==> src/hw/rtl/vsc_pkg.sv <==
// Shared types and constants for the Vigenere stream cipher.
package vsc_pkg;

   // Command codes carried in the low bits of req_tuser
   localparam logic [1:0] CMD_WR_ALPHA = 2'd0;
   localparam logic [1:0] CMD_WR_KEY   = 2'd1;
   localparam logic [1:0] CMD_PROCESS  = 2'd2;

   // Register indexes on the configuration port
   localparam logic [1:0] REG_ALPHA_LEN = 2'd0;
   localparam logic [1:0] REG_KEY_LEN   = 2'd1;
   localparam logic [1:0] REG_DECRYPT   = 2'd2;

   localparam int LEN_W       = 7;
   localparam int CHAR_W      = 8;
   localparam int IDX_W       = 6;
   localparam int REQ_DATA_W  = 16;
   localparam int REQ_USER_W  = 3;
   localparam int RSP_DATA_W  = 8;
   localparam int RSP_USER_W  = 1;
   localparam int CSR_ADDR_W  = 4;
   localparam int CSR_DATA_W  = 32;

   localparam logic [LEN_W-1:0] ALPHA_LEN_RESET = 7'd52;
   localparam logic [LEN_W-1:0] KEY_LEN_RESET   = 7'd1;

   typedef enum logic [1:0] {
      ST_IDLE,
      ST_MATCH,
      ST_INDEX,
      ST_READ
   } state_type;

   typedef struct packed {
      logic [LEN_W-1:0] alphabet_length;
      logic [LEN_W-1:0] key_length;
      logic             decrypt_mode;
   } cfg_type;

   typedef struct packed {
      logic wr_alpha;
      logic wr_key;
      logic start;
      logic match;
      logic index;
      logic load;
   } dp_cmd_type;

   typedef struct packed {
      logic out_free;
   } dp_status_type;

endpackage

==> src/hw/rtl/vsc_ram.sv <==
// Generic single-write, single-read RAM with registered read data.
module vsc_ram #(
   parameter int WIDTH = 8,
   parameter int DEPTH = 64,
   parameter int AW    = (DEPTH > 1) ? $clog2(DEPTH) : 1
) (
   input  logic             clock,
   input  logic             wr_en,
   input  logic [AW-1:0]    wr_addr,
   input  logic [WIDTH-1:0] wr_data,
   input  logic             rd_en,
   input  logic [AW-1:0]    rd_addr,
   output logic [WIDTH-1:0] rd_data
);

   logic [WIDTH-1:0] mem_ff [DEPTH];
   logic [WIDTH-1:0] rd_data_ff;

   always_ff @(posedge clock) begin
      if (wr_en) begin
         mem_ff[wr_addr] <= wr_data;
      end
      if (rd_en) begin
         rd_data_ff <= mem_ff[rd_addr];
      end
   end

   assign rd_data = rd_data_ff;

endmodule

==> src/hw/rtl/vsc_ctrl.sv <==
// Sequencer for the cipher: decodes commands and steps each character through.
module vsc_ctrl (
   input  logic                  clock,
   input  logic                  reset,
   input  logic                  req_valid,
   input  logic [1:0]            command,
   input  vsc_pkg::dp_status_type status,
   output logic                  req_ready,
   output vsc_pkg::dp_cmd_type   cmd
);
   import vsc_pkg::*;

   state_type state_ff;
   state_type state_in;

   always_ff @(posedge clock) begin
      if (reset) begin
         state_ff <= ST_IDLE;
      end else begin
         state_ff <= state_in;
      end
   end

   always_comb begin
      state_in  = state_ff;
      cmd       = '0;
      req_ready = 1'b0;
      case (state_ff)
         ST_IDLE: begin
            req_ready = 1'b1;
            if (req_valid) begin
               case (command)
                  CMD_WR_ALPHA: cmd.wr_alpha = 1'b1;
                  CMD_WR_KEY:   cmd.wr_key   = 1'b1;
                  CMD_PROCESS: begin
                     cmd.start = 1'b1;
                     state_in  = ST_MATCH;
                  end
                  default: ;
               endcase
            end
         end
         ST_MATCH: begin
            cmd.match = 1'b1;
            state_in  = ST_INDEX;
         end
         ST_INDEX: begin
            cmd.index = 1'b1;
            state_in  = ST_READ;
         end
         ST_READ: begin
            // hold until the result register can take a word
            if (status.out_free) begin
               cmd.load = 1'b1;
               state_in = ST_IDLE;
            end
         end
         default: state_in = ST_IDLE;
      endcase
   end

endmodule

==> src/hw/rtl/vsc_datapath.sv <==
// Tables, match logic, index arithmetic and result register of the cipher.
module vsc_datapath #(
   parameter int ALPHABET_DEPTH = 64,
   parameter int KEY_DEPTH      = 64
) (
   input  logic                                clock,
   input  logic                                reset,
   input  vsc_pkg::cfg_type                    cfg,
   input  vsc_pkg::dp_cmd_type                 cmd,
   output vsc_pkg::dp_status_type              status,
   input  logic [vsc_pkg::IDX_W-1:0]           table_index,
   input  logic [vsc_pkg::CHAR_W-1:0]          char_value,
   input  logic                                first_of_message,
   output logic                                rsp_valid,
   input  logic                                rsp_ready,
   output logic [vsc_pkg::CHAR_W-1:0]          char_out,
   output logic                                passed_through
);
   import vsc_pkg::*;

   localparam int AIW = $clog2(ALPHABET_DEPTH);
   localparam int SW  = AIW + 1;
   localparam int KAW = (KEY_DEPTH > 1) ? $clog2(KEY_DEPTH) : 1;
   localparam int PW  = KAW + 1;

   // alphabet held in flops for the parallel compare, mirrored in a RAM for
   // the indexed read of the result
   logic [CHAR_W-1:0]         alpha_ff [ALPHABET_DEPTH];
   logic [CHAR_W-1:0]         text_ff;
   logic [KAW-1:0]            key_pos_ff;
   logic [KAW-1:0]            key_pos_in;
   logic [KAW-1:0]            pos_sel;
   logic [ALPHABET_DEPTH-1:0] text_hit_ff;
   logic [ALPHABET_DEPTH-1:0] key_hit_ff;
   logic                      text_miss_ff;
   logic                      key_miss_ff;
   logic                      rsp_valid_ff;
   logic [CHAR_W-1:0]         rsp_char_ff;
   logic                      rsp_pass_ff;

   logic [CHAR_W-1:0] key_rd_data;
   logic [CHAR_W-1:0] alpha_rd_data;
   logic              alpha_wr_ok;
   logic              key_wr_ok;
   logic [SW-1:0]     alen;
   logic [PW-1:0]     klen;
   logic [PW-1:0]     pos_next;
   logic [AIW-1:0]    text_idx;
   logic [AIW-1:0]    key_idx;
   logic              text_found;
   logic              key_found;
   logic [SW-1:0]     sum;
   logic [SW-1:0]     res_idx;

   assign alpha_wr_ok = cmd.wr_alpha && (int'(table_index) < ALPHABET_DEPTH);
   assign key_wr_ok   = cmd.wr_key && (int'(table_index) < KEY_DEPTH);

   // saturate the configured lengths to the table depths, a zero key length to one
   always_comb begin
      if (int'(cfg.alphabet_length) > ALPHABET_DEPTH) begin
         alen = SW'(ALPHABET_DEPTH);
      end else begin
         alen = SW'(cfg.alphabet_length);
      end
      if (int'(cfg.key_length) > KEY_DEPTH) begin
         klen = PW'(KEY_DEPTH);
      end else if (cfg.key_length == '0) begin
         klen = PW'(1);
      end else begin
         klen = PW'(cfg.key_length);
      end
   end

   // restart the key on a new message or after the key length shrank
   always_comb begin
      if (first_of_message || (PW'(key_pos_ff) >= klen)) begin
         pos_sel = '0;
      end else begin
         pos_sel = key_pos_ff;
      end
      pos_next = PW'(pos_sel) + PW'(1);
      if (pos_next >= klen) begin
         key_pos_in = '0;
      end else begin
         key_pos_in = pos_next[KAW-1:0];
      end
   end

   // first hit wins
   always_comb begin
      text_idx   = '0;
      key_idx    = '0;
      text_found = |text_hit_ff;
      key_found  = |key_hit_ff;
      for (int i = ALPHABET_DEPTH - 1; i >= 0; i--) begin
         if (text_hit_ff[i]) begin
            text_idx = AIW'(i);
         end
         if (key_hit_ff[i]) begin
            key_idx = AIW'(i);
         end
      end
   end

   always_comb begin
      sum = '0;
      if (cfg.decrypt_mode) begin
         if (text_idx >= key_idx) begin
            res_idx = SW'(text_idx) - SW'(key_idx);
         end else begin
            res_idx = SW'(text_idx) + alen - SW'(key_idx);
         end
      end else begin
         sum = SW'(text_idx) + SW'(key_idx);
         if (sum >= alen) begin
            res_idx = sum - alen;
         end else begin
            res_idx = sum;
         end
      end
   end

   vsc_ram #(
      .WIDTH (CHAR_W),
      .DEPTH (KEY_DEPTH)
   ) u_key_ram (
      .clock   (clock),
      .wr_en   (key_wr_ok),
      .wr_addr (KAW'(table_index)),
      .wr_data (char_value),
      .rd_en   (cmd.start),
      .rd_addr (pos_sel),
      .rd_data (key_rd_data)
   );

   vsc_ram #(
      .WIDTH (CHAR_W),
      .DEPTH (ALPHABET_DEPTH)
   ) u_alpha_ram (
      .clock   (clock),
      .wr_en   (alpha_wr_ok),
      .wr_addr (AIW'(table_index)),
      .wr_data (char_value),
      .rd_en   (cmd.index),
      .rd_addr (res_idx[AIW-1:0]),
      .rd_data (alpha_rd_data)
   );

   always_ff @(posedge clock) begin
      if (alpha_wr_ok) begin
         alpha_ff[AIW'(table_index)] <= char_value;
      end
      if (cmd.start) begin
         text_ff <= char_value;
      end
      if (cmd.match) begin
         for (int i = 0; i < ALPHABET_DEPTH; i++) begin
            text_hit_ff[i] <= (alpha_ff[i] == text_ff) && (int'(alen) > i);
            key_hit_ff[i]  <= (alpha_ff[i] == key_rd_data) && (int'(alen) > i);
         end
      end
      if (cmd.index) begin
         text_miss_ff <= !text_found;
         key_miss_ff  <= !key_found;
      end
      if (cmd.load) begin
         if (text_miss_ff) begin
            rsp_char_ff <= text_ff;
            rsp_pass_ff <= 1'b1;
         end else begin
            rsp_char_ff <= alpha_rd_data;
            rsp_pass_ff <= 1'b0;
         end
      end
   end

   always_ff @(posedge clock) begin
      if (reset) begin
         key_pos_ff   <= '0;
         rsp_valid_ff <= 1'b0;
      end else begin
         if (cmd.start) begin
            key_pos_ff <= key_pos_in;
         end
         // drop the result when the key byte is not in the alphabet but the text is
         if (cmd.load && (text_miss_ff || !key_miss_ff)) begin
            rsp_valid_ff <= 1'b1;
         end else if (rsp_ready) begin
            rsp_valid_ff <= 1'b0;
         end
      end
   end

   assign status.out_free = !rsp_valid_ff || rsp_ready;
   assign rsp_valid       = rsp_valid_ff;
   assign char_out        = rsp_char_ff;
   assign passed_through  = rsp_pass_ff;

endmodule

==> src/hw/rtl/vigenere_stream_cipher.sv <==
// A table write word is taken while the sequencer is idle. A character word shows its
// result on rsp_tvalid after the key RAM read, the compare against the alphabet, the
// index add or subtract with the alphabet RAM read, and the result register load.
// Throughput: one table write per cycle while idle; a new character is taken once the
// last is loaded, and the result register holds that word while the next is taken.
// Reset: synchronous, clears the sequencer, key position and result valid and
// loads the length and mode registers; alphabet and key tables are undefined.
module vigenere_stream_cipher #(
   parameter int ALPHABET_DEPTH = 64,
   parameter int KEY_DEPTH      = 64
) (
   input  logic                               clock,
   input  logic                               reset,
   // request stream
   input  logic                               req_tvalid,
   output logic                               req_tready,
   // [5:0] table_index, [13:6] char_value, [15:14] zero
   input  logic [vsc_pkg::REQ_DATA_W-1:0]     req_tdata,
   // [1:0] command, [2] first_of_message
   input  logic [vsc_pkg::REQ_USER_W-1:0]     req_tuser,
   // response stream
   output logic                               rsp_tvalid,
   input  logic                               rsp_tready,
   // [7:0] char_out
   output logic [vsc_pkg::RSP_DATA_W-1:0]     rsp_tdata,
   // [0] passed_through
   output logic [vsc_pkg::RSP_USER_W-1:0]     rsp_tuser,
   // register port
   input  logic                               csr_psel,
   input  logic                               csr_penable,
   input  logic                               csr_pwrite,
   input  logic [vsc_pkg::CSR_ADDR_W-1:0]     csr_paddr,
   input  logic [vsc_pkg::CSR_DATA_W-1:0]     csr_pwdata,
   output logic [vsc_pkg::CSR_DATA_W-1:0]     csr_prdata,
   output logic                               csr_pready
);
   import vsc_pkg::*;

   logic [LEN_W-1:0] alpha_len_ff;
   logic [LEN_W-1:0] key_len_ff;
   logic             decrypt_ff;
   logic             csr_wr;
   logic [1:0]       csr_reg;

   cfg_type       cfg;
   dp_cmd_type    cmd;
   dp_status_type status;

   logic       req_ready_int;
   logic [1:0] command;

   assign csr_pready = 1'b1;
   assign csr_wr     = csr_psel && csr_penable && csr_pwrite && csr_pready;
   // registers sit on 4-byte steps
   assign csr_reg    = csr_paddr[3:2];

   always_ff @(posedge clock) begin
      if (reset) begin
         alpha_len_ff <= ALPHA_LEN_RESET;
         key_len_ff   <= KEY_LEN_RESET;
         decrypt_ff   <= 1'b0;
      end else if (csr_wr) begin
         case (csr_reg)
            REG_ALPHA_LEN: alpha_len_ff <= csr_pwdata[LEN_W-1:0];
            REG_KEY_LEN:   key_len_ff   <= csr_pwdata[LEN_W-1:0];
            REG_DECRYPT:   decrypt_ff   <= csr_pwdata[0];
            default: ;
         endcase
      end
   end

   always_comb begin
      case (csr_reg)
         REG_ALPHA_LEN: csr_prdata = CSR_DATA_W'(alpha_len_ff);
         REG_KEY_LEN:   csr_prdata = CSR_DATA_W'(key_len_ff);
         REG_DECRYPT:   csr_prdata = CSR_DATA_W'(decrypt_ff);
         default:       csr_prdata = '0;
      endcase
   end

   assign cfg.alphabet_length = alpha_len_ff;
   assign cfg.key_length      = key_len_ff;
   assign cfg.decrypt_mode    = decrypt_ff;

   assign command    = req_tuser[1:0];
   assign req_tready = req_ready_int;

   // sequencer: table writes finish in the idle state, characters walk
   // through match, index and read
   vsc_ctrl u_ctrl (
      .clock     (clock),
      .reset     (reset),
      .req_valid (req_tvalid),
      .command   (command),
      .status    (status),
      .req_ready (req_ready_int),
      .cmd       (cmd)
   );

   vsc_datapath #(
      .ALPHABET_DEPTH (ALPHABET_DEPTH),
      .KEY_DEPTH      (KEY_DEPTH)
   ) u_datapath (
      .clock            (clock),
      .reset            (reset),
      .cfg              (cfg),
      .cmd              (cmd),
      .status           (status),
      .table_index      (req_tdata[5:0]),
      .char_value       (req_tdata[13:6]),
      .first_of_message (req_tuser[2]),
      .rsp_valid        (rsp_tvalid),
      .rsp_ready        (rsp_tready),
      .char_out         (rsp_tdata),
      .passed_through   (rsp_tuser[0])
   );

endmodule

==> config.mk <==
export PLATFORM = sky130hd
export DESIGN_NAME = vigenere_stream_cipher
export DESIGN_NICKNAME = d
export VERILOG_FILES = /design/src/hw/rtl/vsc_pkg.sv /design/src/hw/rtl/vsc_ram.sv /design/src/hw/rtl/vsc_ctrl.sv /design/src/hw/rtl/vsc_datapath.sv /design/src/hw/rtl/vigenere_stream_cipher.sv
export SDC_FILE = /design/constraint.sdc
export NUM_CORES = 2
export LEC_CHECK = 0
export ABC_CLOCK_PERIOD_IN_PS = 7000
export BUFFER_PORTS_ARGS = -buffer_cell sky130_fd_sc_hd__buf_2
export CAP_MARGIN = 10
export CORE_ASPECT_RATIO = 1.4
export CORE_MARGIN = 1.5
export CORE_UTILIZATION = 60
export DETAILED_ROUTE_END_ITERATION = 16
export GPL_TIMING_DRIVEN = 0
export MAX_ROUTING_LAYER = met4
export PLACE_DENSITY = 0.83
export SYNTH_ARGS = -nofsm -noshare
export SYNTH_HDL_FRONTEND = slang
export SYNTH_HIERARCHICAL = 1
export SYNTH_SLANG_ARGS = --single-unit
export TNS_END_PERCENT = 30
==> constraint.sdc <==
create_clock -name clock -period 7 [get_ports clock]
set_input_delay 1.4 -clock clock [delete_from_list [all_inputs] [get_ports clock]]
set_output_delay 1.4 -clock clock [all_outputs]
set_load 0.1 [all_outputs]
==> out/metrics.yaml <==
status: "finished with violations"
failed_checks: "negative setup slack"
drt_iter0_markers: 8003
grt_pass1_vias: 48300
grt_max_degree: 149
synth.area.top_cells: "edfxtp_1 65%, xnor2_1 11%, mux4_2 7.3%"
regArea_mm2: 0.0515
hold_ws_ns: 0.468
drt-total-wl_mm: 255
finClkSkew_ns: 0.0264
die_area_mm2: 0.132
cts_made_buffers: 157
vias: 49900
p_total_mw: 26.8
firstDrtPassIters: 7
drv_cap: 0
peakVddDrop_mv: 0.382
setup_viol: 1
die_height_um: 430
hold_class: "flop to flop"
drc: 0
synth_area_mm2: 0.0781
num-fill-cells: 8312
synth_edf_count: 1699
fin_crit_ns: 7.01
std_cell_rows: 156
power.density_mw_per_mm2: 305
synth_cells: 4979
area_growth_syn_to_layout_pct: 12.6
cp_data_arrival_time_ns: 7.54
fin_nets: 5413
num_io_pins: 106
start_util_pct: 60.4
ys_ff_latch: 1723
layout_commonest_cell: "edfxtp_1"
synth_ff_type: "edfxtp_1"
yosys.cell_types.count: 85
gp_congestion: 1.08
io_buffers: 47
layout-drive-gt1-share_pct: 17.2
synth_area_per_cell_um2: 15.7
start_kind: "flop"
grt_overflow_total: 0
core_region_area_mm2: 0.129
finalMaxSlewViolations: 0
cp.required_ns: 7.53
async_flop_share_pct: 0
htreeDepth: 4
cts_tree: "built"
multi_input_area_mm2: 0.0257
seq_area_frac_synth_pct: 65.9
worst_slack_ns: -0.00682
crit_type: "flop to flop"
clk_pin_slew_worst_paths_ns: 0.07
relSlewSlack_pct: 3.95
fin_cells: 7174
yosysTopAreaCell: "edfxtp_1"
via_per_inst: 6.96
synth_warnings: 6
wire_per_inst_um: 35.6
grt_pass1_wl_mm: 350
synth_top_area_share_pct: 65.3
worstMarginPinSlew_ns: 1.44
hold_viol: 0
dpl.hpwl_mm: 163
die_width_um: 308
root_buffer: "clkbuf_16"
numClockSinks: 1723
cellLeakagePower_nw: 26.8
drtAntennaViolNets: 0
timing.fmax_mhz: 143
fin_crit_sh_pct: 100
track_usage_pct: 39.5
antenna_found_initial: 9
cp-end-kind: "flop"
worstPathMaxFanout: 7
clkLatencyLatePin_ns: 0.83
cts_hold_buffers: 0
most-common-layout-cells: "1699 x edfxtp_1, 965 x xnor2_1, 332 x nor2_1"
cts_buffer_depth: 3
dpl.cell_count: 6828
per-stage QoR:
stage	worst slack (ns)	TNS [ns]	util, %	cell area, µm²
final	-0.00682	-0.00682	68.1	88000
after floorplan	0.942	0	-	78200
after CTS	0.00119	0	67.4	87100
after detailed placement	-1.80	-13.03	63.1	81500
after global routing	-0.0463	-0.211	68.1	88000
after global placement	-1.76	-12.71	62.4	80600
registers in the layout, indices dropped and copies added, names as in the netlist, 8 cells and up:
signal,cells
u_datapath/alpha_ff,512
u_datapath/text_ff,8
u_datapath/u_alpha_ram/rd_data,8
u_datapath/u_alpha_ram/mem_ff,512
u_datapath/u_key_ram/mem_ff,512
u_datapath/char_out,8
u_datapath/u_key_ram/rd_data,8
u_datapath/text_hit_ff,64
u_datapath/key_hit_ff,64
power by group:
| group | leakage [nW] | internal (mW) | switching (mW) |
|---|---|---|---|
| clock | 2.45 | 4.74 | 3.81 |
| sequential | 15.5 | 11.7 | 0.289 |
| combinational | 8.80 | 2.63 | 3.69 |
cells in the mapped netlist, drive strengths merged (58+ instances only):
| cell | count |
|---|---|
| buf | 131 |
| nand4 | 246 |
| a21oi | 73 |
| mux4 | 252 |
| inv | 58 |
| xnor2 | 966 |
| xor2 | 76 |
| clkbuf | 144 |
| edfxtp | 1699 |
| nor2 | 337 |
| mux2i | 83 |
| nor3 | 159 |
| nand2 | 97 |
layout make-up:
cell class	instances	area share (%)
clock inverter	93	1.03
multi-input combinational	2946	29.3
tap	1738	2.47
clock buffer	194	4.70
buffer	272	1.91
antenna	8	0.0228
sequential	1723	58.6
inverter	59	0.252
timing repair buffer	141	1.82
worst paths after layout:
path,startpoint,end,slack (ns),cells past startpoint
setup / recovery,u_datapath/key_hit_ff[63]$_DFFE_PP_,u_datapath/u_alpha_ram/rd_data[0]$_DFFE_PP_,-0.007,27
hold / removal,u_datapath/text_miss_ff$_DFFE_PP_,u_datapath/passed_through$_DFFE_PP_,0.47,0
setup reg to reg,u_datapath/key_hit_ff[63]$_DFFE_PP_,u_datapath/u_alpha_ram/rd_data[0]$_DFFE_PP_,-0.007,27
hold reg to reg,u_datapath/text_miss_ff$_DFFE_PP_,u_datapath/passed_through$_DFFE_PP_,0.47,0
critical path: stages, from the launching register on:
cell	delay, ns
edfxtp_1	0.52
or4_4	0.57
a31o_2	0.26
a21oi_4	0.20
o21bai_2	0.11
a31oi_4	0.27
o21ai_2	0.13
a31oi_2	0.20
buf_6	0.16
ha_4	0.23
o21bai_1	0.19
buf_4	0.15
a21oi_2	0.19
nor4b_2	0.08
a211oi_2	0.27
ha_1	0.29
or3_4	0.40
o221ai_4	0.10
mux2i_2	0.13
mux2i_2	0.27
buf_4	0.17
buf_8	0.12
buf_12	0.13
mux4_2	0.52
mux4_2	0.63
nor2_4	0.15
nor3_1	0.08
o2bb2ai_2	0.19
routing by layer:
layer / wire length, µm / vias up / global-route usage [%]
met1: 80800 / 24800 / 45.2
li1: - / 19600 / -
met4: 25600 / 0 / 29.2
met5: 0 / - / -
met2: 118000 / 4180 / 60.2
met3: 31200 / 1337 / 10.5
cell families (layout without fill, tap and decap cells):
kind of cell	count (synthesis)	in the layout	share of synthesized area [%]
DFF	1723	1723	65.9
and+or+nand+nor	1124	1124	7.58
xor gates and xnor gates	1043	1043	11.7
muxes	370	370	8.84
buffers and inverters	334	759	2.08
AOI/OAI and AO/OA	332	332	2.96
adders and majority gates	51	51	0.894
other	2	34	0.00962
timing repair:
item | CTS | global route
setup endpoints to repair | 8 | 8
gates cloned | 0 | 1
pin swaps | 9 | 29
gates resized for setup | 89 | 121
setup buffers | 28 | 20
No activity file was read; power rests on OpenSTA's default activity.
